File: src/rtl/rrs_pkg.sv
// Types and constants of the round-robin slice scheduler.
// No dependencies; imported by all modules and interfaces except rrs_ram.
package rrs_pkg;

  localparam int ID_W    = 16;
  localparam int BURST_W = 16;
  localparam int Q_W     = 16;
  localparam int TIME_W  = 22;
  localparam int SUM_W   = 28;
  localparam int OP_W    = 2;
  localparam int ST_W    = 3;

  localparam logic [TIME_W-1:0] TIME_MAX = '1;
  localparam logic [SUM_W-1:0]  SUM_MAX  = '1;
  localparam logic [Q_W-1:0]    QUANTUM_RST = Q_W'(1);

  // request operation codes; the fourth code is ignored
  localparam logic [OP_W-1:0] OP_ADD   = 2'd0;
  localparam logic [OP_W-1:0] OP_RUN   = 2'd1;
  localparam logic [OP_W-1:0] OP_CLEAR = 2'd2;

  typedef enum logic [ST_W-1:0] {
    ST_ADDED   = 3'd0,
    ST_FULL    = 3'd1,
    ST_SLICE   = 3'd2,
    ST_ALLDONE = 3'd3,
    ST_CLEARED = 3'd4
  } status_t;

  typedef enum logic [2:0] {
    S_IDLE,
    S_SCAN,
    S_UPDATE,
    S_WAIT_CALC,
    S_ACCUM,
    S_EMIT
  } state_t;

  // controller -> datapath
  typedef struct packed {
    logic    add;
    logic    clear;
    logic    scan_start;
    logic    scan;
    logic    hit;
    logic    update;
    logic    wait_calc;
    logic    accum;
    logic    emit;
    status_t status;
  } ctrl_cmd_t;

  // datapath -> controller
  typedef struct packed {
    logic full;
    logic empty;
    logic chk_valid;
    logic chk_rem_nz;
    logic chk_last;
    logic out_free;
  } dp_sts_t;

endpackage

File: src/rtl/rrs_in_if.sv
// Request channel of the scheduler: valid/ready plus request payload.
// Depends on rrs_pkg.
interface rrs_in_if;
  import rrs_pkg::*;

  logic                valid;
  logic                ready;
  logic [OP_W-1:0]     operation;
  logic [ID_W-1:0]     proc_id;
  logic [BURST_W-1:0]  burst;

  modport source (output valid, output operation, output proc_id, output burst,
                  input ready);
  modport sink   (input valid, input operation, input proc_id, input burst,
                  output ready);
endinterface

File: src/rtl/rrs_out_if.sv
// Result channel of the scheduler: valid/ready plus result payload.
// Depends on rrs_pkg; CNT_W follows the table depth.
interface rrs_out_if #(parameter int CNT_W = 7);
  import rrs_pkg::*;

  logic               valid;
  logic               ready;
  logic [ST_W-1:0]    status;
  logic [ID_W-1:0]    slice_id;
  logic [TIME_W-1:0]  slice_start;
  logic [TIME_W-1:0]  slice_end;
  logic               finished;
  logic [TIME_W-1:0]  wait_time;
  logic [TIME_W-1:0]  turnaround;
  logic [SUM_W-1:0]   total_wait;
  logic [SUM_W-1:0]   total_turnaround;
  logic [CNT_W-1:0]   count;

  modport source (output valid, output status, output slice_id, output slice_start,
                  output slice_end, output finished, output wait_time,
                  output turnaround, output total_wait, output total_turnaround,
                  output count, input ready);
  modport sink   (input valid, input status, input slice_id, input slice_start,
                  input slice_end, input finished, input wait_time,
                  input turnaround, input total_wait, input total_turnaround,
                  input count, output ready);
endinterface

File: src/rtl/rrs_ram.sv
// Generic single-write, single-read RAM with registered read data.
// No dependencies.
module rrs_ram #(
  parameter int WIDTH = 48,
  parameter int DEPTH = 64
) (
  input  logic                     clk,
  input  logic                     we,
  input  logic [$clog2(DEPTH)-1:0] waddr,
  input  logic [WIDTH-1:0]         wdata,
  input  logic                     re,
  input  logic [$clog2(DEPTH)-1:0] raddr,
  output logic [WIDTH-1:0]         rdata
);

  logic [WIDTH-1:0] mem [DEPTH];

  always_ff @(posedge clk) begin
    if (we) begin
      mem[waddr] <= wdata;
    end
    if (re) begin
      rdata <= mem[raddr];
    end
  end

endmodule

File: src/rtl/rrs_datapath.sv
// Scheduler datapath: process table RAM, scan pointers, time and sums,
// result register. Depends on rrs_pkg and rrs_ram.
module rrs_datapath #(
  parameter int MAX_ENTRIES = 64
) (
  input  logic                                clk,
  input  logic                                rst_n,
  input  rrs_pkg::ctrl_cmd_t                  cmd,
  output rrs_pkg::dp_sts_t                    sts,
  input  logic                                cfg_we,
  input  logic [rrs_pkg::Q_W-1:0]             cfg_wdata,
  input  logic [rrs_pkg::ID_W-1:0]            in_proc_id,
  input  logic [rrs_pkg::BURST_W-1:0]         in_burst,
  input  logic                                out_ready,
  output logic                                out_valid,
  output logic [rrs_pkg::ST_W-1:0]            out_status,
  output logic [rrs_pkg::ID_W-1:0]            out_slice_id,
  output logic [rrs_pkg::TIME_W-1:0]          out_slice_start,
  output logic [rrs_pkg::TIME_W-1:0]          out_slice_end,
  output logic                                out_finished,
  output logic [rrs_pkg::TIME_W-1:0]          out_wait_time,
  output logic [rrs_pkg::TIME_W-1:0]          out_turnaround,
  output logic [rrs_pkg::SUM_W-1:0]           out_total_wait,
  output logic [rrs_pkg::SUM_W-1:0]           out_total_turnaround,
  output logic [$clog2(MAX_ENTRIES+1)-1:0]    out_count
);
  import rrs_pkg::*;

  localparam int AW     = $clog2(MAX_ENTRIES);
  localparam int CNT_W  = $clog2(MAX_ENTRIES + 1);
  localparam int WORD_W = ID_W + 2 * BURST_W;

  // architectural state
  logic [Q_W-1:0]    quantum_r;
  logic [CNT_W-1:0]  count_r;
  logic [AW-1:0]     cursor_r;
  logic [TIME_W-1:0] now_r;
  logic [SUM_W-1:0]  wsum_r;
  logic [SUM_W-1:0]  tsum_r;

  // scan pipeline
  logic [AW-1:0]     scan_idx_r;
  logic [CNT_W-1:0]  scan_j_r;
  logic              chk_valid_r;
  logic [AW-1:0]     chk_idx_r;
  logic              chk_last_r;

  // selected entry and partial results
  logic [ID_W-1:0]    hit_id_r;
  logic [BURST_W-1:0] hit_burst_r;
  logic [BURST_W-1:0] hit_rem_r;
  logic [AW-1:0]      hit_idx_r;
  logic [TIME_W-1:0]  res_start_r;
  logic               res_fin_r;
  logic [TIME_W-1:0]  res_wait_r;

  // result register
  logic               out_valid_r;
  logic [ST_W-1:0]    out_status_r;
  logic [ID_W-1:0]    out_id_r;
  logic [TIME_W-1:0]  out_start_r;
  logic [TIME_W-1:0]  out_end_r;
  logic               out_fin_r;
  logic [TIME_W-1:0]  out_wait_r;
  logic [TIME_W-1:0]  out_turn_r;
  logic [SUM_W-1:0]   out_wsum_r;
  logic [SUM_W-1:0]   out_tsum_r;
  logic [CNT_W-1:0]   out_count_r;

  logic               ram_we;
  logic [AW-1:0]      ram_waddr;
  logic [WORD_W-1:0]  ram_wdata;
  logic               ram_re;
  logic [WORD_W-1:0]  ram_rdata;

  logic [AW-1:0]      scan_first;
  logic [AW-1:0]      scan_idx_inc;
  logic [AW-1:0]      cursor_inc;
  logic [Q_W-1:0]     q_eff;
  logic [BURST_W-1:0] slice_len;
  logic [BURST_W-1:0] rem_new;
  logic [TIME_W:0]    now_sum;
  logic [TIME_W-1:0]  now_new;
  logic [TIME_W-1:0]  burst_ext;
  logic [SUM_W:0]     wsum_sum;
  logic [SUM_W:0]     tsum_sum;
  logic               is_slice;

  rrs_ram #(.WIDTH(WORD_W), .DEPTH(MAX_ENTRIES)) u_table (
    .clk   (clk),
    .we    (ram_we),
    .waddr (ram_waddr),
    .wdata (ram_wdata),
    .re    (ram_re),
    .raddr (scan_idx_r),
    .rdata (ram_rdata)
  );

  // word layout: {id, burst, remaining}
  always_comb begin
    ram_we    = cmd.add || cmd.update;
    ram_waddr = cmd.add ? count_r[AW-1:0] : hit_idx_r;
    ram_wdata = cmd.add ? {in_proc_id, in_burst, in_burst}
                        : {hit_id_r, hit_burst_r, rem_new};
    ram_re    = cmd.scan && (scan_j_r < count_r);
  end

  always_comb begin
    scan_first   = (CNT_W'(cursor_r) < count_r) ? cursor_r : '0;
    scan_idx_inc = ((CNT_W'(scan_idx_r) + CNT_W'(1)) == count_r)
                   ? '0 : scan_idx_r + AW'(1);
    cursor_inc   = ((CNT_W'(hit_idx_r) + CNT_W'(1)) >= count_r)
                   ? '0 : hit_idx_r + AW'(1);
    q_eff        = (quantum_r == '0) ? Q_W'(1) : quantum_r;
    slice_len    = (hit_rem_r > q_eff) ? q_eff : hit_rem_r;
    rem_new      = hit_rem_r - slice_len;
    now_sum      = {1'b0, now_r} + (TIME_W + 1)'(slice_len);
    now_new      = now_sum[TIME_W] ? TIME_MAX : now_sum[TIME_W-1:0];
    burst_ext    = TIME_W'(hit_burst_r);
    wsum_sum     = {1'b0, wsum_r} + (SUM_W + 1)'(res_wait_r);
    tsum_sum     = {1'b0, tsum_r} + (SUM_W + 1)'(now_r);
    is_slice     = (cmd.status == ST_SLICE);
  end

  always_comb begin
    sts.full       = (count_r == CNT_W'(MAX_ENTRIES));
    sts.empty      = (count_r == '0);
    sts.chk_valid  = chk_valid_r;
    sts.chk_rem_nz = (ram_rdata[BURST_W-1:0] != '0);
    sts.chk_last   = chk_last_r;
    sts.out_free   = !out_valid_r || out_ready;
  end

  // quantum register
  always_ff @(posedge clk) begin
    if (!rst_n) begin
      quantum_r <= QUANTUM_RST;
    end else if (cfg_we) begin
      quantum_r <= cfg_wdata;
    end
  end

  // table bookkeeping, time and sums
  always_ff @(posedge clk) begin
    if (!rst_n) begin
      count_r  <= '0;
      cursor_r <= '0;
      now_r    <= '0;
      wsum_r   <= '0;
      tsum_r   <= '0;
    end else begin
      if (cmd.clear) begin
        count_r  <= '0;
        cursor_r <= '0;
        now_r    <= '0;
        wsum_r   <= '0;
        tsum_r   <= '0;
      end
      if (cmd.add) begin
        count_r <= count_r + CNT_W'(1);
      end
      if (cmd.update) begin
        now_r    <= now_new;
        cursor_r <= cursor_inc;
      end
      if (cmd.accum && res_fin_r) begin
        wsum_r <= wsum_sum[SUM_W] ? SUM_MAX : wsum_sum[SUM_W-1:0];
        tsum_r <= tsum_sum[SUM_W] ? SUM_MAX : tsum_sum[SUM_W-1:0];
      end
    end
  end

  // scan: one read issued per cycle, checked in the following cycle
  always_ff @(posedge clk) begin
    if (!rst_n) begin
      chk_valid_r <= 1'b0;
    end else if (cmd.scan_start) begin
      chk_valid_r <= 1'b0;
    end else if (cmd.scan) begin
      chk_valid_r <= ram_re;
    end
  end

  always_ff @(posedge clk) begin
    if (cmd.scan_start) begin
      scan_idx_r <= scan_first;
      scan_j_r   <= '0;
    end else if (ram_re) begin
      scan_idx_r <= scan_idx_inc;
      scan_j_r   <= scan_j_r + CNT_W'(1);
      chk_idx_r  <= scan_idx_r;
      chk_last_r <= (scan_j_r == count_r - CNT_W'(1));
    end
    if (cmd.hit) begin
      hit_id_r    <= ram_rdata[WORD_W-1 -: ID_W];
      hit_burst_r <= ram_rdata[2*BURST_W-1 -: BURST_W];
      hit_rem_r   <= ram_rdata[BURST_W-1:0];
      hit_idx_r   <= chk_idx_r;
    end
    if (cmd.update) begin
      res_start_r <= now_r;
      res_fin_r   <= (rem_new == '0);
    end
    if (cmd.wait_calc) begin
      res_wait_r <= (now_r >= burst_ext) ? now_r - burst_ext : '0;
    end
  end

  // result register
  always_ff @(posedge clk) begin
    if (!rst_n) begin
      out_valid_r <= 1'b0;
    end else if (cmd.emit) begin
      out_valid_r <= 1'b1;
    end else if (out_ready) begin
      out_valid_r <= 1'b0;
    end
  end

  always_ff @(posedge clk) begin
    if (cmd.emit) begin
      out_status_r <= cmd.status;
      out_id_r     <= is_slice ? hit_id_r : '0;
      out_start_r  <= is_slice ? res_start_r : '0;
      out_end_r    <= is_slice ? now_r : '0;
      out_fin_r    <= is_slice && res_fin_r;
      out_wait_r   <= (is_slice && res_fin_r) ? res_wait_r : '0;
      out_turn_r   <= (is_slice && res_fin_r) ? now_r : '0;
      out_wsum_r   <= wsum_r;
      out_tsum_r   <= tsum_r;
      out_count_r  <= count_r;
    end
  end

  assign out_valid            = out_valid_r;
  assign out_status           = out_status_r;
  assign out_slice_id         = out_id_r;
  assign out_slice_start      = out_start_r;
  assign out_slice_end        = out_end_r;
  assign out_finished         = out_fin_r;
  assign out_wait_time        = out_wait_r;
  assign out_turnaround       = out_turn_r;
  assign out_total_wait       = out_wsum_r;
  assign out_total_turnaround = out_tsum_r;
  assign out_count            = out_count_r;

endmodule

File: src/rtl/rrs_ctrl.sv
// Scheduler controller: request decode and sequencing of the datapath.
// Depends on rrs_pkg.
module rrs_ctrl (
  input  logic                    clk,
  input  logic                    rst_n,
  input  logic                    in_valid,
  input  logic [rrs_pkg::OP_W-1:0] in_op,
  output logic                    in_ready,
  input  rrs_pkg::dp_sts_t        sts,
  output rrs_pkg::ctrl_cmd_t      cmd
);
  import rrs_pkg::*;

  state_t  state_r, state_nxt;
  status_t status_r, status_nxt;

  always_ff @(posedge clk) begin
    if (!rst_n) begin
      state_r  <= S_IDLE;
      status_r <= ST_ADDED;
    end else begin
      state_r  <= state_nxt;
      status_r <= status_nxt;
    end
  end

  always_comb begin
    state_nxt  = state_r;
    status_nxt = status_r;
    in_ready   = 1'b0;
    cmd        = '0;
    cmd.status = status_r;

    unique case (state_r)
      S_IDLE: begin
        in_ready = 1'b1;
        if (in_valid) begin
          unique case (in_op)
            OP_ADD: begin
              cmd.add    = !sts.full;
              status_nxt = sts.full ? ST_FULL : ST_ADDED;
              state_nxt  = S_EMIT;
            end
            OP_RUN: begin
              if (sts.empty) begin
                status_nxt = ST_ALLDONE;
                state_nxt  = S_EMIT;
              end else begin
                cmd.scan_start = 1'b1;
                state_nxt      = S_SCAN;
              end
            end
            OP_CLEAR: begin
              cmd.clear  = 1'b1;
              status_nxt = ST_CLEARED;
              state_nxt  = S_EMIT;
            end
            default: begin
              state_nxt = S_IDLE;  // unused code: dropped, no result
            end
          endcase
        end
      end
      S_SCAN: begin
        cmd.scan = 1'b1;
        if (sts.chk_valid && sts.chk_rem_nz) begin
          cmd.hit   = 1'b1;
          state_nxt = S_UPDATE;
        end else if (sts.chk_valid && sts.chk_last) begin
          status_nxt = ST_ALLDONE;
          state_nxt  = S_EMIT;
        end
      end
      S_UPDATE: begin
        cmd.update = 1'b1;
        state_nxt  = S_WAIT_CALC;
      end
      S_WAIT_CALC: begin
        cmd.wait_calc = 1'b1;
        state_nxt     = S_ACCUM;
      end
      S_ACCUM: begin
        cmd.accum  = 1'b1;
        status_nxt = ST_SLICE;
        state_nxt  = S_EMIT;
      end
      S_EMIT: begin
        if (sts.out_free) begin
          cmd.emit  = 1'b1;
          state_nxt = S_IDLE;
        end
      end
      default: begin
        state_nxt = S_IDLE;
      end
    endcase
  end

endmodule

File: src/rtl/round_robin_slice_scheduler.sv
// Round-robin slice scheduler. Add requests fill a process table (id, burst)
// held in one RAM; run requests pick the next entry with time left, scanning
// in table order from the cursor with wrap-around, and run it for
// min(remaining, quantum) time units (a quantum of 0 counts as 1). Time and
// the wait/turnaround totals saturate. Clear empties the table and zeroes
// time and totals. Operation code 3 is dropped without a result.
// Add and clear go from accept through the result register back to idle. A
// run reads one table entry per cycle from the single RAM read port, scanning
// until an entry with time left is hit or, after a full scan, reporting
// all-done. A new request is taken
// while the previous result still waits in the output register. The table
// has no reset and no clearing pass; entries are only read after they have
// been written.
// Depends on rrs_pkg, rrs_in_if, rrs_out_if, rrs_ctrl, rrs_datapath.
module round_robin_slice_scheduler #(
  parameter int MAX_ENTRIES = 64
) (
  input  logic                      clk,
  input  logic                      rst_n,
  rrs_in_if.sink                    in_req,
  rrs_out_if.source                 out_rsp,
  input  logic                      cfg_we,
  input  logic [rrs_pkg::Q_W-1:0]   cfg_wdata
);
  import rrs_pkg::*;

  localparam int CNT_W = $clog2(MAX_ENTRIES + 1);

  ctrl_cmd_t        cmd;
  dp_sts_t          sts;
  logic [CNT_W-1:0] count;

  // controller: request decode, scan/update sequencing, result hand-off
  rrs_ctrl u_ctrl (
    .clk      (clk),
    .rst_n    (rst_n),
    .in_valid (in_req.valid),
    .in_op    (in_req.operation),
    .in_ready (in_req.ready),
    .sts      (sts),
    .cmd      (cmd)
  );

  // datapath: table RAM, time, totals, result register
  rrs_datapath #(.MAX_ENTRIES(MAX_ENTRIES)) u_dp (
    .clk                  (clk),
    .rst_n                (rst_n),
    .cmd                  (cmd),
    .sts                  (sts),
    .cfg_we               (cfg_we),
    .cfg_wdata            (cfg_wdata),
    .in_proc_id           (in_req.proc_id),
    .in_burst             (in_req.burst),
    .out_ready            (out_rsp.ready),
    .out_valid            (out_rsp.valid),
    .out_status           (out_rsp.status),
    .out_slice_id         (out_rsp.slice_id),
    .out_slice_start      (out_rsp.slice_start),
    .out_slice_end        (out_rsp.slice_end),
    .out_finished         (out_rsp.finished),
    .out_wait_time        (out_rsp.wait_time),
    .out_turnaround       (out_rsp.turnaround),
    .out_total_wait       (out_rsp.total_wait),
    .out_total_turnaround (out_rsp.total_turnaround),
    .out_count            (count)
  );

  // count is resized to the result interface's count width
  assign out_rsp.count = $bits(out_rsp.count)'(count);

endmodule

File: src/flat_wrapper.sv
// flat-port wrapper written by rule: the top's interface ports become plain ports
module round_robin_slice_scheduler_flat import rrs_pkg::*;
#(
  parameter int MAX_ENTRIES = 64
)
  (clk, rst_n, cfg_we, cfg_wdata, in_req_valid, in_req_operation, in_req_proc_id, in_req_burst, in_req_ready, out_rsp_valid, out_rsp_status, out_rsp_slice_id, out_rsp_slice_start, out_rsp_slice_end, out_rsp_finished, out_rsp_wait_time, out_rsp_turnaround, out_rsp_total_wait, out_rsp_total_turnaround, out_rsp_count, out_rsp_ready);
  rrs_in_if in_req_i ();
  rrs_out_if out_rsp_i ();
  input  logic clk;
  input  logic rst_n;
  input  logic cfg_we;
  input  logic [rrs_pkg::Q_W-1:0] cfg_wdata;
  input wire logic [$bits(in_req_i.valid)-1:0] in_req_valid;
  input wire logic [$bits(in_req_i.operation)-1:0] in_req_operation;
  input wire logic [$bits(in_req_i.proc_id)-1:0] in_req_proc_id;
  input wire logic [$bits(in_req_i.burst)-1:0] in_req_burst;
  output wire logic [$bits(in_req_i.ready)-1:0] in_req_ready;
  output wire logic [$bits(out_rsp_i.valid)-1:0] out_rsp_valid;
  output wire logic [$bits(out_rsp_i.status)-1:0] out_rsp_status;
  output wire logic [$bits(out_rsp_i.slice_id)-1:0] out_rsp_slice_id;
  output wire logic [$bits(out_rsp_i.slice_start)-1:0] out_rsp_slice_start;
  output wire logic [$bits(out_rsp_i.slice_end)-1:0] out_rsp_slice_end;
  output wire logic [$bits(out_rsp_i.finished)-1:0] out_rsp_finished;
  output wire logic [$bits(out_rsp_i.wait_time)-1:0] out_rsp_wait_time;
  output wire logic [$bits(out_rsp_i.turnaround)-1:0] out_rsp_turnaround;
  output wire logic [$bits(out_rsp_i.total_wait)-1:0] out_rsp_total_wait;
  output wire logic [$bits(out_rsp_i.total_turnaround)-1:0] out_rsp_total_turnaround;
  output wire logic [$bits(out_rsp_i.count)-1:0] out_rsp_count;
  input wire logic [$bits(out_rsp_i.ready)-1:0] out_rsp_ready;
  assign in_req_i.valid = in_req_valid;
  assign in_req_i.operation = in_req_operation;
  assign in_req_i.proc_id = in_req_proc_id;
  assign in_req_i.burst = in_req_burst;
  assign in_req_ready = in_req_i.ready;
  assign out_rsp_valid = out_rsp_i.valid;
  assign out_rsp_status = out_rsp_i.status;
  assign out_rsp_slice_id = out_rsp_i.slice_id;
  assign out_rsp_slice_start = out_rsp_i.slice_start;
  assign out_rsp_slice_end = out_rsp_i.slice_end;
  assign out_rsp_finished = out_rsp_i.finished;
  assign out_rsp_wait_time = out_rsp_i.wait_time;
  assign out_rsp_turnaround = out_rsp_i.turnaround;
  assign out_rsp_total_wait = out_rsp_i.total_wait;
  assign out_rsp_total_turnaround = out_rsp_i.total_turnaround;
  assign out_rsp_count = out_rsp_i.count;
  assign out_rsp_i.ready = out_rsp_ready;
  round_robin_slice_scheduler #(.MAX_ENTRIES(MAX_ENTRIES)) u_core (.clk(clk), .rst_n(rst_n), .in_req(in_req_i), .out_rsp(out_rsp_i), .cfg_we(cfg_we), .cfg_wdata(cfg_wdata));
endmodule
File: config.mk
export PLATFORM = sky130hd
export DESIGN_NAME = round_robin_slice_scheduler_flat
export DESIGN_NICKNAME = d
export VERILOG_FILES = /design/src/rtl/rrs_pkg.sv /design/src/rtl/rrs_in_if.sv /design/src/rtl/rrs_out_if.sv /design/src/rtl/rrs_ram.sv /design/src/rtl/rrs_datapath.sv /design/src/rtl/rrs_ctrl.sv /design/src/rtl/round_robin_slice_scheduler.sv /design/src/flat_wrapper.sv
export SDC_FILE = /design/constraint.sdc
export NUM_CORES = 2
export LEC_CHECK = 0
export ABC_CLOCK_PERIOD_IN_PS = 11700
export BUFFER_PORTS_ARGS = -buffer_cell sky130_fd_sc_hd__buf_2
export CORE_MARGIN = 4
export CORE_UTILIZATION = 45
export DETAILED_ROUTE_END_ITERATION = 7
export GPL_TIMING_DRIVEN = 0
export PLACE_DENSITY = 0.65
export SKIP_LAST_GASP = 1
export SLEW_MARGIN = 20
export SYNTH_ARGS = -nofsm -noshare
export SYNTH_HDL_FRONTEND = slang
export SYNTH_SLANG_ARGS = --single-unit
export TNS_END_PERCENT = 20
File: constraint.sdc
create_clock -name clk -period 11.7 [get_ports clk]
set_input_delay 0.585 -clock clk [delete_from_list [all_inputs] [get_ports clk]]
set_output_delay 0.585 -clock clk [all_outputs]
set_load 0.02 [all_outputs]
After elaboration in Yosys (flattened, before gate mapping)
Memory sizes are Yosys's and may differ from the RTL's. A register that Yosys moved wholly into a read port is not among the register bits. Index checks and enable logic that the tools add are counted.

Flip-flop bits (word level): 405. Output and inout bits: 173. Memory bits (writable): 3072. Input bits: 55. Memories: 1. Word-level logic and storage cells: 148.

Memories: u_core.u_dp.u_table.mem (depth 64, bits a word 48, rd ports 1, clocked after Yosys merged registers in 1, write ports 1, RTL line rrs_ram.sv:16) `logic [WIDTH-1:0] mem [DEPTH];`.

Magnitude comparators: 5. Add/subtract/negate cells: 12. Mux-type cells: 53. Bitwise operators: 2. Reductions and logical operators: 26. Equal/unequal tests: 18.

Operator list (number): two-way mux 28 bit (5); two-way mux 22 bit (3); adder 28 x 22 -> 29 bit (2); two-way mux 48 bit (1); two-way mux 6 bit (8); two-way mux 3 bit (11); logical NOT 16 bit (2); two-way mux 16 bit (2); adder 22 x 16 -> 23 bit (1); >= comparator 22 x 16 -> 1 bit (1); subtractor 22 x 16 -> 22 bit (1); one-hot mux 3 bit (3 select lines) (2); one-hot mux 3 bit (6 select lines) (1); > comparator 16 bit (1); two-way mux 1 bit (16); nonzero test 16 bit (1); subtractor 16 bit (1); adder 6 x 1 -> 7 bit (second input constant) (2); adder 7 x 1 -> 7 bit (second input constant) (2); == test 7 bit (2); two-way mux 7 bit (2); adder 6 x 1 -> 6 bit (second input constant) (2); nonzero test 2 bit (5); == test 3 x 2 -> 1 bit (second input constant) (3); other kinds (28) (39).

Depth between registers and ports, before layout
Depth in word-level cells: 8. Depth in mapped cells: 23.

Hierarchy
A second synthesis with hierarchy kept.

Cell total of the unflattened synthesis: 6930. Area, all modules: 138793.1 um2.

Modules (own cells, without submodules): rrs_ram (cells each 4970, area an instance 117597.8 um2, instances 1); rrs_datapath (cells each 1891, area an instance 20652.3 um2, instances 1); rrs_ctrl (cells each 69, area an instance 543.0 um2, instances 1).

Worst setup path after synthesis
OpenSTA, ideal clock, no wires.

Kind: reg-to-reg. Start point: reg u_core.u_dp.quantum_r[2]. End point: mem u_core.u_dp.u_table.mem[0][12] (data pin). Arrival: 6219 ps. Period minus slack after synthesis: 6921 ps. Stages on the path, launching flop included: 22. Path buffers: 2. Setup slack: 4779 ps. Setup time: 702 ps. Path through: dfxtp_1 clkbuf_1 nor3_1 a41o_1 ha_1 nor2b_1 o211ai_1 a21oi_2 o31ai_4 clkbuf_1 nor2_1 a21oi_1 ha_1 inv_1 fa_1 nand2_1 nor4_1 a211oi_1 a21oi_1 a211oi_1 xor2_1 o21ai_0.

Longest elaborated chain between the ends: 6.

Ends and longest elaborated chain: start: declaration (RTL line rrs_datapath.sv:34) `logic [Q_W-1:0] quantum_r;`; start signal: assignment (RTL line rrs_datapath.sv:139) `quantum_r <= cfg_wdata;`; logical NOT 16 bit (RTL line rrs_datapath.sv:114) `q_eff = (quantum_r == '0) ? Q_W'(1) : quantum_r;`; two-way mux 16 bit (*) (RTL line rrs_datapath.sv:114); > comparator 16 bit (RTL line rrs_datapath.sv:115) `slice_len = (hit_rem_r > q_eff) ? q_eff : hit_rem_r;`; two-way mux 16 bit (*) (RTL line rrs_datapath.sv:115); subtractor 16 bit (*) (RTL line rrs_datapath.sv:116) `rem_new = hit_rem_r - slice_len;`; two-way mux 48 bit (*) (RTL line rrs_datapath.sv:103) `ram_wdata = cmd.add ? {in_proc_id, in_burst, in_burst}`; named net u_core.u_dp.ram_wdata[12] (RTL line rrs_datapath.sv:72) `logic [WORD_W-1:0] ram_wdata;`; end: declaration (RTL line rrs_ram.sv:16).

The timed path passes the listed nets; every way through them passes the cells marked *.

Worst setup path in the final report
Start point: reg u_core.u_dp.quantum_r[2]. End point: mem u_core.u_dp.u_table.mem[32][15] (data pin).

The elaborated chain is that of the path after synthesis.

==> load_flow_metrics.sql <==
INSERT INTO impl_metrics (metric_group, metric, value, unit) VALUES
('status', 'violations_in_the_final_reports', 'DRC', ''),
('yosys', 'yosys_cell_types', '73', ''),
('final_layout', 'layout.area.seq', '105000', 'sq um'),
('grt', 'first_global_vias', '72500', ''),
('final_layout', 'final_util', '0.536', ''),
('detailed_routing', 'post-route-drc-count', '4', ''),
('timing', 'fin_worst_hold_slack', '0.190', 'ns'),
('place', 'gpl.final_weighted_congestion', '0.926', ''),
('floorplan', 'fp.dieH', '564', 'um'),
('grt', 'grt_max_degree', '65', ''),
('clocking', 'clk_path_buf_depth', '4', ''),
('yosys', 'yosys_most_used_dff', 'sky130_fd_sc_hd__edfxtp_1', ''),
('final_layout', 'syn_to_final_growth', '18.2', '%'),
('worst_setup_path', 'critical_path_peak_fanout', '64', ''),
('timing', 'clock.fmax', '156', 'MHz'),
('yosys', 'synth_top_area_share', '0.735', ''),
('yosys', 'mappedNetlistArea', '139000', 'sq um'),
('detailed_routing', 'routed_via_density', '6.19', ''),
('place', 'portBuffers', '225', ''),
('worst_setup_path', 'critPathRequiredTime', '12.22', 'ns'),
('timing', 'slew_viols_final', '0', ''),
('timing', 'worst_clock_skew', '0.0926', 'ns'),
('clocking', 'htree_levels', '5', ''),
('final_layout', 'final_cell_count_no_fill', '11800', ''),
('yosys', 'synth_seq_cells', '3525', ''),
('yosys', 'ys_seq_area_frac', '0.753', ''),
('power', 'ir_drop', '121', 'uV'),
('yosys', 'yosysTopAreaCell', 'sky130_fd_sc_hd__edfxtp_1', ''),
('power', 'leakagePower', '52.8', 'nW'),
('detailed_routing', 'detailed_routing_iteration_count_for_the_pre_antenna_repair_pass', '8', ''),
('clocking', 'sinks_on_clock_net', '3525', ''),
('place', 'placement.setup.worst_slack', '4.98', 'ns'),
('timing', 'finalCriticalPeriod', '6.40', 'ns'),
('yosys', 'ys_top_cells_by_area', 'sky130_fd_sc_hd__edfxtp_1 (74%), sky130_fd_sc_hd__mux4_2 (16%), sky130_fd_sc_hd__dfxtp_1 (1.8%), sky130_fd_sc_hd__ha_1 (1.2%), sky130_fd_sc_hd__clkbuf_1 (0.63%)', ''),
('detailed_routing', 'wirelength', '400', 'mm'),
('grt', 'grt_antenna_before_repair', '26', ''),
('detailed_routing', 'wl_per_cell', '33.9', 'um'),
('yosys', 'number_of_flops_mapped_to_enable_cells_by_yosys', '3403', ''),
('grt', 'global_route_usage_over_all_layers', '0.249', ''),
('yosys', 'synth.yosys.warnings', '0', ''),
('yosys', 'synthesis.area_per_instance', '21.4', 'sq um'),
('floorplan', 'floorplan.initialDensity', '0.453', ''),
('yosys', 'synth_async_sr_flop_share', '0', ''),
('timing', 'setup_viol', '0', ''),
('timing', 'grt_setup_unrepaired', 'false', ''),
('floorplan', 'die_width', '564', 'um'),
('power', 'cellPowerDensity', '184', 'nW/um^2'),
('timing', 'max-slew-margin-rel', '0.177', ''),
('place', 'post-dp-hpwl', '286', 'mm'),
('timing', 'timing.setup.tns', '0', 'ns'),
('detailed_routing', 'vias', '73000', ''),
('place', 'placed_area', '153000', 'sq um'),
('yosys', 'syn_inst', '6497', ''),
('clocking', 'clock_insertion_delay_worst_skew', '0.93', 'ns'),
('detailed_routing', 'first_iter_violations', '10200', ''),
('status', 'status', 'finished with violations', ''),
('worst_setup_path', 'worst_ep_arrival_time', '6.92', 'ns'),
('floorplan', 'placeableCoreArea', '307000', 'sq um'),
('clocking', 'numCtsBuffers', '353', ''),
('power', 'fin_total_pwr', '30.2', 'mW'),
('clocking', 'tritoncts_clock_tree', 'built', ''),
('floorplan', 'ios', '228', ''),
('grt', 'remaining_global_route_overflow', '0', ''),
('timing', 'period_share', '0.547', ''),
('worst_setup_path', 'setup.worst_path.start_class', 'flop', ''),
('final_layout', 'postLayoutCellArea', '164000', 'sq um'),
('clocking', 'clock_input_transition_at_the_sequential_cells_of_the_worst_setup_and_hold_paths', '0.06', 'ns'),
('floorplan', 'floorplan.rows', '203', ''),
('final_layout', 'final_layout_size_suffix_gt1_frac', '0.296', ''),
('worst_setup_path', 'critPathCaptureType', 'flop', ''),
('yosys', 'postSynthNetCount', '6692', '');
==> flip-flops by register name, indices dropped and copies added (netlist names), 7 cells and up <==
signal and count:
u_core.u_dp.out_slice_end 22, u_core.u_dp.hit_rem_r 16, u_core.u_dp.hit_id_r 16, u_core.u_dp.out_count 7
u_core.u_dp.count_r 7, u_core.u_dp.u_table.mem 3072, u_core.u_dp.out_slice_start 22, u_core.u_dp.out_wait_time 22
u_core.u_dp.quantum_r 16, u_core.u_dp.scan_j_r 7, u_core.u_dp.res_start_r 22, u_core.u_dp.tsum_r 28
u_core.u_dp.out_total_turnaround 28, u_core.u_dp.out_turnaround 22, u_core.u_dp.wsum_r 28, u_core.u_dp.u_table.rdata 48
u_core.u_dp.out_slice_id 16, u_core.u_dp.res_wait_r 22, u_core.u_dp.hit_burst_r 16, u_core.u_dp.out_total_wait 28
u_core.u_dp.now_r 22
==> worst paths after layout <==
kind                                     end                     start  cells after the start
max reg2reg  u_core.u_dp.u_table.mem[32][15]  u_core.u_dp.quantum_r[2]                     23
min                 u_core.u_dp.quantum_r[4]                    cfg_we                      3
min reg2reg         u_core.u_dp.out_count[3]    u_core.u_dp.count_r[3]                      0
max          u_core.u_dp.u_table.mem[32][15]  u_core.u_dp.quantum_r[2]                     23
==> cells by family (layout without fill, tap and decap cells) <==
family | Yosys count | after routing | synth area share
compound gates | 528 | 528 | 0.0244
xor+xnor | 97 | 97 | 0.00611
fa+ha+maj | 141 | 141 | 0.0130
buf+inv | 423 | 1587 | 0.0115
flops | 3525 | 3525 | 0.753
mux | 1037 | 1037 | 0.166
other cells | 0 | 17 | 0
simple gates | 746 | 746 | 0.0264
==> area by class of cell <==
type	instances	share of cell area
Sequential cell	3525	0.637
Inverter	101	0.00231
Antenna cell	17	0.000259
Tap cell	4100	0.0312
Clock inverter	211	0.0126
Clock buffer	430	0.0563
Buffer	322	0.00823
Multi-Input combinational cell	2549	0.205
Timing Repair Buffer	523	0.0472
==> where the power goes <==
group          switching (mW)  total, mW  internal, mW
registers               0.123       14.6          14.5
logic                    2.66       4.34          1.69
clock network            4.77       11.2          6.42
total                    7.55       30.2          22.6
==> layer usage <==
metal | up-vias | share of wire | track usage | wire, um
li1 | 29100 | - | - | -
met4 | 8 | 0.047 | 0.101 | 18800
met2 | 4327 | 0.47 | 0.396 | 190000
met5 | - | 0.00011 | 0 | 45
met1 | 38700 | 0.37 | 0.336 | 150000
met3 | 818 | 0.10 | 0.0583 | 41400
==> cells in the final DEF, fill, tap and decap left out, types with 113 or more instances in the layout <==
master / netlist / final
sky130_fd_sc_hd__nor2_1: 178 / 113
sky130_fd_sc_hd__buf_16: 0 / 123
sky130_fd_sc_hd__clkbuf_1: 233 / 246
sky130_fd_sc_hd__buf_12: 0 / 144
sky130_fd_sc_hd__clkbuf_16: 0 / 359
sky130_fd_sc_hd__buf_2: 6 / 259
sky130_fd_sc_hd__a21oi_1: 160 / 160
sky130_fd_sc_hd__dfxtp_1: 122 / 122
sky130_fd_sc_hd__edfxtp_1: 3403 / 3403
sky130_fd_sc_hd__nand2_1: 201 / 181
sky130_fd_sc_hd__mux4_2: 1008 / 1008
sky130_fd_sc_hd__ha_1: 135 / 135
==> worst max-delay path, stage by stage, from the launching register on <==
cell	delay, ns
sky130_fd_sc_hd__dfxtp_1	0.30
sky130_fd_sc_hd__clkbuf_1	0.22
sky130_fd_sc_hd__nor3_1	0.23
sky130_fd_sc_hd__a41o_1	0.26
sky130_fd_sc_hd__ha_1	0.17
sky130_fd_sc_hd__nor2b_1	0.04
sky130_fd_sc_hd__o211ai_1	0.23
sky130_fd_sc_hd__a21oi_2	0.16
sky130_fd_sc_hd__o31ai_4	0.44
sky130_fd_sc_hd__clkbuf_1	0.42
sky130_fd_sc_hd__nand2_1	0.09
sky130_fd_sc_hd__o21ai_0	0.27
sky130_fd_sc_hd__inv_1	0.19
sky130_fd_sc_hd__ha_1	0.40
sky130_fd_sc_hd__a21o_1	0.24
sky130_fd_sc_hd__a21oi_1	0.19
sky130_fd_sc_hd__o21bai_1	0.09
sky130_fd_sc_hd__a21oi_1	0.21
sky130_fd_sc_hd__o31a_1	0.16
sky130_fd_sc_hd__a31oi_1	0.08
sky130_fd_sc_hd__a211o_1	0.31
sky130_fd_sc_hd__a21oi_1	0.17
sky130_fd_sc_hd__xor2_1	0.38
sky130_fd_sc_hd__mux2_4	0.78
==> repair_timing <==
item,4_1_cts,5_1_grt
hold buffers,16,0
endpoints found under the hold margin,16,0
resized for setup,0,0
(Power assumes the default switching activity.)
